File: config.mk
export PLATFORM = sky130hd
export DESIGN_NAME = midi_track_event_parser
export DESIGN_NICKNAME = d
export VERILOG_FILES = /design/src/rtl/mtep_pkg.sv /design/src/rtl/midi_track_event_parser.sv
export SDC_FILE = /design/constraint.sdc
export NUM_CORES = 1
export LEC_CHECK = 0
export ABC_AREA = 1
export BUFFER_PORTS_ARGS = -buffer_cell sky130_fd_sc_hd__buf_4
export CORE_MARGIN = 10
export CORE_UTILIZATION = 60
export DETAILED_ROUTE_END_ITERATION = 7
export GPL_TIMING_DRIVEN = 0
export MAX_ROUTING_LAYER = met4
export PLACE_DENSITY_LB_ADDON = 0.2
export REMOVE_ABC_BUFFERS = 1
export SYNTH_ARGS = -nofsm -noshare
export SYNTH_HDL_FRONTEND = slang
export SYNTH_SLANG_ARGS = --single-unit
File: constraint.sdc
create_clock -name clk -period 10.2 [get_ports clk]
set_clock_uncertainty 0.15 [all_clocks]
set_input_delay 1.02 -clock clk [delete_from_list [all_inputs] [get_ports clk]]
set_output_delay 1.02 -clock clk [all_outputs]
set_load 0.1 [all_outputs]
File: src/rtl/mtep_pkg.sv
// ----------------------------------------------------------------------------
// mtep_pkg
// Types and constants for the MIDI track event parser: the byte and event
// item layouts, status codes, event kinds and error codes.
// ----------------------------------------------------------------------------
package mtep_pkg;

    // Item taken on the byte channel
    typedef struct packed {
        logic [7:0] byte_in;
        logic       track_start;
    } mtep_in_t;

    // Item delivered on the event channel
    typedef struct packed {
        logic [1:0]  kind;
        logic [31:0] delta_time;
        logic [7:0]  status_byte;
        logic [7:0]  first_data;
        logic [7:0]  second_data;
        logic [31:0] payload_length;
        logic [7:0]  payload_value;
        logic        last_payload;
        logic [1:0]  error_code;
    } mtep_out_t;

    // Byte fields
    localparam logic [7:0] STATUS_FLAG = 8'h80;
    localparam logic [7:0] DATA_MASK   = 8'h7f;
    localparam logic [7:0] HIGH_NIBBLE = 8'hf0;

    // Status codes with special handling
    localparam logic [7:0] ST_SYSEX     = 8'hf0;
    localparam logic [7:0] ST_SONG_POS  = 8'hf2;
    localparam logic [7:0] ST_SONG_SEL  = 8'hf3;
    localparam logic [7:0] ST_TUNE_REQ  = 8'hf6;
    localparam logic [7:0] ST_ESC_SYSEX = 8'hf7;
    localparam logic [7:0] ST_META      = 8'hff;
    localparam logic [7:0] ST_NOTE_OFF  = 8'h80;
    localparam logic [7:0] ST_CTRL_CHG  = 8'hb0;
    localparam logic [7:0] ST_PITCH     = 8'he0;

    // Event kinds
    localparam logic [1:0] KIND_CHANNEL = 2'd0;
    localparam logic [1:0] KIND_SYSTEM  = 2'd1;
    localparam logic [1:0] KIND_HEADER  = 2'd2;
    localparam logic [1:0] KIND_PAYLOAD = 2'd3;

    // Error codes
    localparam logic [1:0] ERR_NONE       = 2'd0;
    localparam logic [1:0] ERR_NO_RUNNING = 2'd1;
    localparam logic [1:0] ERR_UNKNOWN    = 2'd2;
    localparam logic [1:0] ERR_SONG_SEL   = 2'd3;

endpackage

File: src/rtl/midi_track_event_parser.sv
// ----------------------------------------------------------------------------
// midi_track_event_parser
// Parses the event bytes of a standard MIDI file track into channel, system
// common, sysex/meta header and payload byte items.
// ----------------------------------------------------------------------------
// Usage:
//   Byte channel (byte_valid/byte_ready/byte_item) takes one track byte per
//   item; track_start on the first byte of a track clears running status and
//   the parser before that byte is decoded as a delta byte.
//   Event channel (evt_valid/evt_ready/evt_item) gives zero or one item per
//   byte: events once their last byte is in, a header once a sysex/meta length
//   is complete, then one item per payload byte with last_payload on the end.
//   A byte is decoded out of the input register, and its item is written to
//   the event register once that register is free, which raises evt_valid.
//   Throughput: one byte per cycle while the receiver keeps up; parser state
//   is a single register set updated by one level of decode logic.
//   Reset clears all parser state and both valid flags; a byte or item still
//   in flight is dropped.
//   When the receiver stalls with an item pending, the input register holds
//   one more byte and byte_ready drops until the event register frees up.
// ----------------------------------------------------------------------------
module midi_track_event_parser (
    input  logic                clk,
    input  logic                rst_n,
    input  logic                byte_valid,
    output logic                byte_ready,
    input  mtep_pkg::mtep_in_t  byte_item,
    output logic                evt_valid,
    input  logic                evt_ready,
    output mtep_pkg::mtep_out_t evt_item
);
    import mtep_pkg::*;

    typedef enum logic [2:0] {
        PH_DELTA,
        PH_STATUS,
        PH_DATA1,
        PH_DATA2,
        PH_MTYPE,
        PH_LEN,
        PH_PAYLOAD
    } phase_t;

    function automatic logic is_channel(input logic [7:0] s);
        return s[7] && ((s & HIGH_NIBBLE) != HIGH_NIBBLE);
    endfunction

    function automatic logic two_data(input logic [7:0] s);
        logic [7:0] t;
        t = s & HIGH_NIBBLE;
        return (t >= ST_NOTE_OFF && t <= ST_CTRL_CHG) || t == ST_PITCH || s == ST_SONG_POS;
    endfunction

    // Item for a completed channel or system common message
    function automatic mtep_out_t finish_item(input logic [7:0]  st,
                                              input logic [7:0]  d1,
                                              input logic [7:0]  d2,
                                              input logic [31:0] delta);
        mtep_out_t r;
        r = '0;
        r.delta_time  = delta;
        r.status_byte = st;
        if (is_channel(st)) begin
            r.kind        = KIND_CHANNEL;
            r.first_data  = d1;
            r.second_data = d2;
        end else if (st == ST_SONG_SEL) begin
            r.kind       = KIND_SYSTEM;
            r.first_data = d1 & DATA_MASK;
            r.error_code = d1[7] ? ERR_SONG_SEL : ERR_NONE;
        end else begin
            r.kind        = KIND_SYSTEM;
            r.first_data  = d1;
            r.second_data = d2;
        end
        return r;
    endfunction

    // Input register
    logic      stage_valid_reg;
    mtep_in_t  stage_item_reg;

    // Parser state
    phase_t      phase_reg, phase_next;
    logic [31:0] acc_reg, acc_next;
    logic [31:0] held_delta_reg, held_delta_next;
    logic [7:0]  running_reg, running_next;
    logic [7:0]  current_reg, current_next;
    logic [7:0]  held_first_reg, held_first_next;
    logic [31:0] bytes_left_reg, bytes_left_next;

    // Event register
    logic      evt_valid_reg;
    mtep_out_t evt_item_reg;

    logic        out_free;
    logic        advance;
    logic        res_valid;
    mtep_out_t   res;

    phase_t      ph_cur;
    logic [31:0] acc_cur, hd_cur, bl_cur;
    logic [7:0]  rs_cur, cs_cur, hfd_cur;
    logic [7:0]  b;
    logic [7:0]  st_sel;
    logic [7:0]  hdr;
    logic [31:0] acc_shift;
    logic [31:0] bl_dec;

    assign out_free   = !evt_valid_reg || evt_ready;
    assign advance    = stage_valid_reg && out_free;
    assign byte_ready = !stage_valid_reg || out_free;
    assign evt_valid  = evt_valid_reg;
    assign evt_item   = evt_item_reg;

    always_comb
    begin
        b = stage_item_reg.byte_in;
        // track_start clears state before the byte is decoded
        if (stage_item_reg.track_start) begin
            ph_cur  = PH_DELTA;
            acc_cur = '0;
            hd_cur  = '0;
            rs_cur  = '0;
            cs_cur  = '0;
            hfd_cur = '0;
            bl_cur  = '0;
        end else begin
            ph_cur  = phase_reg;
            acc_cur = acc_reg;
            hd_cur  = held_delta_reg;
            rs_cur  = running_reg;
            cs_cur  = current_reg;
            hfd_cur = held_first_reg;
            bl_cur  = bytes_left_reg;
        end

        acc_shift = {acc_cur[24:0], b[6:0]};
        bl_dec    = bl_cur - 32'd1;
        hdr       = (cs_cur == ST_META) ? hfd_cur : 8'd0;
        st_sel    = (ph_cur == PH_STATUS) ? rs_cur : cs_cur;

        phase_next      = ph_cur;
        acc_next        = acc_cur;
        held_delta_next = hd_cur;
        running_next    = rs_cur;
        current_next    = cs_cur;
        held_first_next = hfd_cur;
        bytes_left_next = bl_cur;

        res_valid      = 1'b0;
        res            = '0;
        res.delta_time = hd_cur;

        unique case (ph_cur)
            PH_DELTA:
            begin
                acc_next = acc_shift;
                if (!b[7]) begin
                    held_delta_next = acc_shift;
                    acc_next        = '0;
                    phase_next      = PH_STATUS;
                end
            end
            PH_STATUS, PH_DATA1:
            begin
                if (ph_cur == PH_STATUS && b[7]) begin
                    current_next    = b;
                    held_first_next = '0;
                    acc_next        = '0;
                    if (is_channel(b)) begin
                        running_next = b;
                        phase_next   = PH_DATA1;
                    end else if (b == ST_SYSEX || b == ST_ESC_SYSEX) begin
                        phase_next = PH_LEN;
                    end else if (b == ST_META) begin
                        phase_next = PH_MTYPE;
                    end else if (b == ST_SONG_POS || b == ST_SONG_SEL) begin
                        phase_next = PH_DATA1;
                    end else begin
                        phase_next      = PH_DELTA;
                        res_valid       = 1'b1;
                        res.kind        = KIND_SYSTEM;
                        res.status_byte = b;
                        res.error_code  = (b == ST_TUNE_REQ) ? ERR_NONE : ERR_UNKNOWN;
                    end
                end else if (ph_cur == PH_STATUS && rs_cur == 8'd0) begin
                    // stray data byte: report it, then it is the next delta
                    res_valid       = 1'b1;
                    res.kind        = KIND_SYSTEM;
                    res.error_code  = ERR_NO_RUNNING;
                    held_delta_next = {24'd0, b};
                    acc_next        = '0;
                end else begin
                    current_next    = st_sel;
                    held_first_next = (ph_cur == PH_STATUS) ? 8'd0 : hfd_cur;
                    if (two_data(st_sel)) begin
                        held_first_next = b;
                        phase_next      = PH_DATA2;
                    end else begin
                        phase_next = PH_DELTA;
                        res_valid  = 1'b1;
                        res        = finish_item(st_sel, b, 8'd0, hd_cur);
                    end
                end
            end
            PH_DATA2:
            begin
                phase_next = PH_DELTA;
                res_valid  = 1'b1;
                res        = finish_item(cs_cur, hfd_cur, b, hd_cur);
            end
            PH_MTYPE:
            begin
                held_first_next = b;
                acc_next        = '0;
                phase_next      = PH_LEN;
            end
            PH_LEN:
            begin
                acc_next = acc_shift;
                if (!b[7]) begin
                    bytes_left_next    = acc_shift;
                    phase_next         = (acc_shift != 32'd0) ? PH_PAYLOAD : PH_DELTA;
                    held_first_next    = hdr;
                    res_valid          = 1'b1;
                    res.kind           = KIND_HEADER;
                    res.status_byte    = cs_cur;
                    res.first_data     = hdr;
                    res.payload_length = acc_shift;
                end
            end
            PH_PAYLOAD:
            begin
                // acc holds the declared length during the payload
                bytes_left_next    = bl_dec;
                res_valid          = 1'b1;
                res.kind           = KIND_PAYLOAD;
                res.status_byte    = cs_cur;
                res.first_data     = hfd_cur;
                res.payload_length = acc_cur;
                res.payload_value  = b;
                res.last_payload   = (bl_dec == 32'd0);
                if (bl_dec == 32'd0) begin
                    acc_next   = '0;
                    phase_next = PH_DELTA;
                end
            end
            default:
            begin
                phase_next      = PH_DELTA;
                acc_next        = '0;
                held_delta_next = '0;
                running_next    = '0;
                current_next    = '0;
                held_first_next = '0;
                bytes_left_next = '0;
            end
        endcase
    end

    always_ff @(posedge clk or negedge rst_n)
    begin
        if (!rst_n) begin
            stage_valid_reg <= 1'b0;
            evt_valid_reg   <= 1'b0;
            phase_reg       <= PH_DELTA;
            acc_reg         <= '0;
            held_delta_reg  <= '0;
            running_reg     <= '0;
            current_reg     <= '0;
            held_first_reg  <= '0;
            bytes_left_reg  <= '0;
        end else begin
            if (byte_ready) begin
                stage_valid_reg <= byte_valid;
            end
            if (advance) begin
                phase_reg      <= phase_next;
                acc_reg        <= acc_next;
                held_delta_reg <= held_delta_next;
                running_reg    <= running_next;
                current_reg    <= current_next;
                held_first_reg <= held_first_next;
                bytes_left_reg <= bytes_left_next;
            end
            if (advance && res_valid) begin
                evt_valid_reg <= 1'b1;
            end else if (evt_ready) begin
                evt_valid_reg <= 1'b0;
            end
        end
    end

    // Payload registers, no reset
    always_ff @(posedge clk)
    begin
        if (byte_ready && byte_valid) begin
            stage_item_reg <= byte_item;
        end
        if (advance && res_valid) begin
            evt_item_reg <= res;
        end
    end

`ifndef ASSERT_OFF
    // a payload item always belongs to a message with a nonzero length
    assert property (@(posedge clk) disable iff (!rst_n)
        evt_valid && evt_item.kind == KIND_PAYLOAD |-> evt_item.payload_length != 32'd0)
        else $error("payload item with zero length");

    // payload phase never runs with nothing left to deliver
    assert property (@(posedge clk) disable iff (!rst_n)
        phase_reg == PH_PAYLOAD |-> bytes_left_reg != 32'd0)
        else $error("payload phase with no bytes left");

    // running status only ever holds a channel status
    assert property (@(posedge clk) disable iff (!rst_n)
        running_reg == 8'd0 || is_channel(running_reg))
        else $error("running status holds a non-channel status");

    // a stray data byte error carries no status
    assert property (@(posedge clk) disable iff (!rst_n)
        evt_valid && evt_item.error_code == ERR_NO_RUNNING |-> evt_item.status_byte == 8'd0)
        else $error("no-running-status error with a status byte");
`endif

endmodule

==> summary.txt, run 1 <==
Status
  – Status: finished clean

Synthesis
  – Synth Cell Area: 13,500 µm²
  – Synthesized flop and latch total: 235
  – Synth Area in XOR/XNOR: 0.130%
  – Largest family of logic cells by synthesized area: simple AND/OR/NAND/NOR gates
  – Mapped Cells: 1,825
  – Register area share after synthesis: 47.7%
  – Ys Warns: 0
  – Yosys cell types: 45
  – Adder and majority gate portion of the synthesized area: 0.483%
  – Post-Synth Simple-Gate Area: 28.0%
  – Avg Inst Size Synth: approximately 7.4 µm²
  – Async SR Flop Fraction: 53.2%
  – Synth Area in Compound Gates: between 10% and 20%
  – Post-synth EDFFs: 110
  – Mux cell area share after synthesis: 0%
  – Commonest register cell after synthesis: dfrtp_1

Power
  – Clk network pwr share: 28.6%
  – Switch share: 42.5%
  – NetSw: 1.48 mW
  – Gate power share: 35.9%
  – Pwr dens: between 200 and 250 nW/µm²
  – Leak pwr: 7.55 nW
  – Reg power frac: 35.5%
  – Overall power: around 3.5 mW
  – Int Pwr: 2.00 mW
  – VDD IR-drop max: roughly 0.24 mV

Clock tree
  – CTS Buffer Depth: 3
  – H-tree levels: 1
  – Reg clk slew, reported paths: 0.06 ns
  – Hold_buf cts: 0
  – Buffers inserted by post-CTS timing repair: 0
  – CTS sink count: 235
  – CTS tree: done
  – Root buf cell: clkbuf_16
  – # resized after CTS: 0
  – CTS Buf Count: 27
  – Clk_lat worst skew: 0.55 ns

Drt
  – Via count: 13,000
  – First-pass iteration count of the detailed router: 6
  – WL met2: 18,500 µm
  – DRT met1 WL: 17,300 µm
  – Number of DRC markers after the initial detailed-route iteration: 1,814
  – DR DRC count: 0
  – Max Used Layer: met4
  – Routed wire per std cell: about 19 µm
  – Met3 wire length: 4870 µm
  – Routed WL: 41,500 µm
  – Vias per cell: 5.95
  – Post-route ant nets: 0

Min path
  – Hold Crit Class: in -> async

Placed design
  – Pre-CTS WS: about 4.4 ns
  – Placer congestion estimate: 0.973
  – Cell Count Post-Placement: between 2,000 and 2,500
  – IO Port Bufs: about 120
  – Hpwl dp: ~27,000 µm
  – Dpl cell area: about 15,000 µm²

Timing
  – Final-report hold violation count: 0
  – Final Max Slew Viols: 0
  – Worst-Margin Slew: 1.43 ns
  – Period utilization: slightly below 60%
  – F_max: 169 MHz
  – Min cycle time layout: 5.92 ns
  – Final worst slack: 4.28 ns
  – Setup_tns: 0 ns
  – Slew margin rel.: 4.61%
  – Worst Hold Margin: 0.222 ns
  – Final setup fails: 0
  – RSZ-0062 raised after global routing: no

Layout
  – Finished Cell Area: 15,400 µm²
  – Fraction of layout cells with a size suffix above 1: between 10% and 20%
  – Antenna Cells: 0
  – Flip-flop count of the largest register after layout: 101
  – Area grow syn2layout: 14.6%
  – FILL cells: 1,847
  – Final design utilization: 70.3%
  – Nets: 1,907
  – Final cell count without fillers: 2,191

Global routing
  – Initial antenna violation count: 0
  – Largest net degree at the start of global routing: 100
  – Grt total ovfl: 0
  – Global-route wire length before repair: 65,600 µm
  – Vias in the first global route: about 12,000
  – GRT Total Usage: between 20% and 30%

Critical path
  – Reg-to-Reg End: evt_item[23]$_DFFE_PP_
  – CP Launch Type: flip-flop
  – Critical path class: reg -> reg
  – CP required: 10.28 ns
  – R2r setup slk: 4.28 ns
  – Worst Setup End Kind: flip-flop
  – CP arrival: 6.00 ns
  – Reg-to-Reg Start: stage_item_reg[0]$_DFFE_PP_
  – Maximum fanout along the worst path: 77
  – Worst Reg-to-Reg Cells: 15
  – Critical path launch point: stage_item_reg[0]$_DFFE_PP_

Floorplan
  – Die Y: about 170 µm
  – Die area: just under 30,000 µm²
  – I/O Pins: 116
  – Initial core utilization: approximately 61%
  – Core Area: 22,000 µm²
  – Die W: between 150 and 200 µm
  – Cell Rows: 54

Run
  – Max-Cap Viols: 0
[cell type report]
cell class	count	area, µm²	area share (%)
clock buffers	30	707	4.58
repair buffers	125	1090	7.06
well taps	280	350	2.27
inverters	185	699	4.53
clock inverters	20	204	1.32
flip-flops and latches	235	6430	41.7
multi-input cells	1316	5960	38.6
[Yosys cell counts (2+ instances only)]
| master | count | share of area (%) |
|---|---|---|
| inv_1 | 175 | 4.9 |
| a32oi_1 | 3 | 0.20 |
| o22ai_1 | 21 | 0.98 |
| or2_2 | 2 | 0.093 |
| nand3b_1 | 7 | 0.39 |
| o2111ai_1 | 3 | 0.20 |
| nor2_4 | 5 | 0.42 |
| nand2_4 | 3 | 0.25 |
| o21ai_1 | 23 | 0.85 |
| o211ai_1 | 2 | 0.11 |
| nor2_1 | 197 | 5.5 |
| fa_1 | 2 | 0.30 |
| clkinv_1 | 2 | 0.056 |
| inv_2 | 7 | 0.20 |
| o21ai_0 | 161 | 6.0 |
| xor2_1 | 2 | 0.13 |
| nor3_1 | 11 | 0.41 |
| dfrtp_1 | 125 | 23 |
| ha_1 | 2 | 0.19 |
| buf_2 | 5 | 0.19 |
| nand2_2 | 6 | 0.28 |
| edfxtp_1 | 110 | 25 |
| nor4_1 | 3 | 0.14 |
| a21oi_1 | 126 | 4.7 |
| clkbuf_1 | 56 | 1.6 |
| buf_4 | 8 | 0.45 |
| buf_6 | 7 | 0.59 |
| buf_1 | 13 | 0.36 |
| a22oi_1 | 18 | 1.0 |
| o221ai_1 | 10 | 0.65 |
| nand3_1 | 50 | 1.9 |
| a31oi_1 | 3 | 0.14 |
| o21ai_2 | 2 | 0.13 |
| o21bai_1 | 6 | 0.33 |
| nand2_1 | 622 | 17 |
| nand4_1 | 12 | 0.56 |
| nor2_2 | 7 | 0.33 |
[placed cells by master, fill, tap and decap left out, types with 3 or more instances in the layout]
master / n
o22ai_1: 21
o2111ai_1: 3
inv_2: 6
clkbuf_16: 27
a32oi_1: 3
nand3b_1: 7
o21ai_1: 23
clkinv_1: 6
nor2_1: 194
a31oi_1: 3
nand2_1: 620
nor2_4: 7
inv_1: 175
buf_8: 3
nand2_4: 5
o21bai_1: 6
dfrtp_1: 125
clkinvlp_4: 5
nand4_1: 12
nor2_2: 8
nor4_1: 3
o221ai_1: 10
nand2_2: 6
nor3_1: 11
edfxtp_1: 110
bufinv_16: 3
a22oi_1: 18
o21ai_0: 161
a21oi_1: 126
buf_16: 5
clkinv_2: 3
nand3_1: 49
buf_4: 114
inv_6: 3
[power groups by stage]
stage	Clock, mW	Combinational [mW]	Sequential, mW
after floorplan	0	0.491	1.64
after global placement	0	1.18	1.27
after detailed placement	0	1.23	1.25
after CTS	0.996	1.23	1.23
after global routing	1.04	1.33	1.25
final	0.993	1.25	1.23
[worst max path at each step]
stage                     slack, ns  cells after the start                      to
after floorplan                1.65                      8   evt_item[0]$_DFFE_PP_
after global placement        -2.45                     10  evt_item[27]$_DFFE_PP_
after detailed placement       4.43                     15  evt_item[27]$_DFFE_PP_
after CTS                      4.40                     15  evt_item[23]$_DFFE_PP_
after global routing           3.97                     15  evt_item[23]$_DFFE_PP_
final                          4.28                     15  evt_item[23]$_DFFE_PP_
[cell families (layout without fill, tap and decap cells)]
family                   count (synthesis)  in the layout
AND/OR/NAND/NOR                        930            930
AO/OA/AOI/OAI                          380            380
buffers and inverters                  274            360
flip-flops                             235            235
adder cells (fa/ha/maj)                  4              4
XOR/XNOR                                 2              2
[per-layer routing]
layer | vias to the layer above | track usage, %
met2 | 780 | 43.6
met4 | 0 | 7.48
met1 | 6074 | 39.5
li1 | 6097 | -
met3 | 83 | 5.25
met5 | - | -
[critical path, cell delays in order, from the launching register on]
cell      delay (ns)
edfxtp_1        0.66
inv_4           0.76
nand2_1         0.20
inv_2           0.18
nand3_2         0.33
inv_1           0.24
nand2_1         0.08
o21ai_0         0.20
nor3_1          0.16
nand2_1         0.11
nand2_1         0.47
nand2_1         0.49
a21boi_1        0.20
nor2_4          0.72
buf_12          0.30
buf_12          0.26
Power figures use the tool's default switching activity.
==> run 2, diff against run 1 <==
Settings changed: CORE_UTILIZATION 60 to 55.
Clock period 10.2 ns to 5.2 ns, I/O delays scaled along.
==> run 2 against run 1 <==
Against the previous run:
- non-clock buffer count grew 16
- die area increased by 8.0%
- clock power rose by 92%
- setup slack got worse by 3.9 ns
- final cell count increased by 2.6%
- wire length decreased by 4.0%
- hold slack worse by 0.21 ns
- count of clock-buffer cells in the layout rose by 3
- highest routed layer unchanged
- core utilization decreased by 5.6 points
- final area grew 1.4%
- combinational power up 97%
==> summary.txt, run 2 (synthesized netlist as in run 1, its figures left out) <==
Timing
  – Min cycle time layout: 4.79 ns
  – Period utilization: 92.2%
  – Final-report hold violation count: 0
  – Final worst slack: ~0.41 ns
  – Worst Hold Margin: 0.0158 ns
  – Final setup fails: 0
  – Final Max Slew Viols: 0
  – F_max: 209 MHz
  – Worst-Margin Slew: 1.32 ns
  – Setup_tns: 0 ns
  – Slew margin rel.: 11.9%
  – RSZ-0062 raised after global routing: no

Drt
  – Via count: 12,800
  – Routed WL: 39,800 µm
  – WL met2: 17,700 µm
  – DR DRC count: 0
  – Routed wire per std cell: between 15 and 20 µm
  – First-pass iteration count of the detailed router: 6
  – Post-route ant nets: 0
  – DRT met1 WL: 17,400 µm
  – Number of DRC markers after the initial detailed-route iteration: between 1,500 and 2,000
  – Vias per cell: 5.71
  – Met3 wire length: roughly 4000 µm
  – Max Used Layer: met4

Global routing
  – Initial antenna violation count: 0
  – Vias in the first global route: about 12,000
  – Grt total ovfl: 0
  – Largest net degree at the start of global routing: 101
  – GRT Total Usage: 25.9%
  – Global-route wire length before repair: 64,200 µm

Critical path
  – Reg-to-Reg Start: stage_item_reg[0]$_DFFE_PP_
  – CP required: 5.27 ns
  – Worst Reg-to-Reg Cells: 15
  – CP arrival: 4.87 ns
  – Maximum fanout along the worst path: 77
  – Reg-to-Reg End: evt_item[94]$_DFFE_PP_
  – CP Launch Type: flip-flop
  – R2r setup slk: 0.41 ns
  – Critical path class: reg -> reg
  – Worst Setup End Kind: flip-flop

Min path
  – Hold Path Depth: 1
  – HP Start: byte_item[4]
  – Min-Delay Endpoint: b[3]$_DFFE_PP_
  – Hold Crit Class: in -> reg

Placed design
  – Cell Count Post-Placement: 2,187
  – Hpwl dp: about 27,000 µm
  – IO Port Bufs: approximately 120
  – Pre-CTS WS: -0.153 ns
  – Placer congestion estimate: between 0.9 and 1

Floorplan
  – I/O Pins: 116
  – Cell Rows: 57
  – Die Y: 177 µm
  – Die W: 177 µm
  – Die area: 31,200 µm²
  – Core Area: about 24,000 µm²
  – Initial core utilization: between 50% and 60%

Layout
  – Fraction of layout cells with a size suffix above 1: 11.4%
  – Final cell count without fillers: 2,247
  – FILL cells: 2,138
  – Antenna Cells: 0
  – Most frequent cells in the layout: nand2_1, nor2_1, inv_1
  – Area grow syn2layout: 16.2%
  – Nets: 1,921
  – Commonest non-fill, non-tap cell in the layout: nand2_1
  – Flip-flop count of the largest register after layout: 101

Clock tree
  – Reg clk slew, reported paths: 0.06 ns
  – Root buf cell: clkbuf_16
  – H-tree levels: 1
  – CTS tree: done
  – Clk_lat worst skew: 0.53 ns
  – CTS Buffer Depth: 3
  – CTS sink count: 235
  – CTS Buf Count: 25

Power
  – Pwr dens: 433 nW/µm²
  – Leak pwr: 7.65 nW
  – VDD IR-drop max: 0.471 mV

Status
  – Status: finished clean

Run
  – Max-Cap Viols: 0
[run 2: layout make-up]
| class | count | area (µm²) | area share, % |
|---|---|---|---|
| Multi-Input combinational cell | 1316 | 5950 | 38.1 |
| Inverter | 185 | 708 | 4.53 |
| Sequential cell | 235 | 6430 | 41.1 |
| Tap cell | 324 | 405 | 2.59 |
| Clock buffer | 33 | 676 | 4.32 |
| Clock inverter | 13 | 199 | 1.27 |
| Timing Repair Buffer | 141 | 1270 | 8.15 |
[run 2: worst max path at each step]
| stage | start | to | cells after the start |
|---|---|---|---|
| 2_1_floorplan | stage_item_reg[0]$_DFFE_PP_ | evt_item[0]$_DFFE_PP_ | 8 |
| 3_3_place_gp | stage_item_reg[0]$_DFFE_PP_ | evt_item[31]$_DFFE_PP_ | 10 |
| 6_report | stage_item_reg[0]$_DFFE_PP_ | evt_item[94]$_DFFE_PP_ | 15 |
| 3_5_place_dp | stage_item_reg[0]$_DFFE_PP_ | evt_item[31]$_DFFE_PP_ | 15 |
| 5_1_grt | stage_item_reg[0]$_DFFE_PP_ | evt_item[37]$_DFFE_PP_ | 15 |
| 4_1_cts | stage_item_reg[0]$_DFFE_PP_ | evt_item[94]$_DFFE_PP_ | 15 |
[run 2: what timing repair did]
| item | 4_1_cts | 5_1_grt |
|---|---|---|
| pin swaps | 0 | 1 |
| endpoints found under the setup margin | 37 | 88 |
| hold endpoints to repair | 37 | 1 |
| hold buffers | 4 | 1 |
| buffers inserted | 0 | 9 |
| resized for setup | 2 | 3 |
[run 2: stage by stage]
step | utilization (%) | cell area, µm² | total power [mW]
6_report | 64.7 | 15600 | 6.78
5_1_grt | 64.7 | 15600 | 7.11
4_1_cts | 64.4 | 15600 | 6.76
3_5_place_dp | 60.6 | 14600 | 4.84
3_3_place_gp | 59.2 | 14300 | 4.79
2_1_floorplan | - | 13000 | 4.18
[run 2: power breakdown]
group / internal [mW] / leakage, nW / switching, mW
Combinational: 0.530 / 4.48 / 1.93
Sequential: 2.28 / 2.74 / 0.126
Clock: 1.16 / 0.427 / 0.748
[run 2: routing by layer]
layer,vias up,global-route usage [%]
met5,-,-
met4,0,5.57
met3,56,4.40
met2,636,38.0
met1,6017,36.9
li1,6120,-
[run 2: worst max-delay path: stages (launching register included)]
cell and delay (ns):
edfxtp_1 0.59, inv_8 0.46, nand2_1 0.18, inv_2 0.16, nand3_2 0.33, inv_1 0.25, nand2_1 0.13, o21ai_0 0.18
nor3_1 0.15, nand2_1 0.12, nand2_2 0.27, nand2_1 0.35, a21boi_1 0.19, nor2_4 0.36, buf_12 0.27, buf_12 0.24
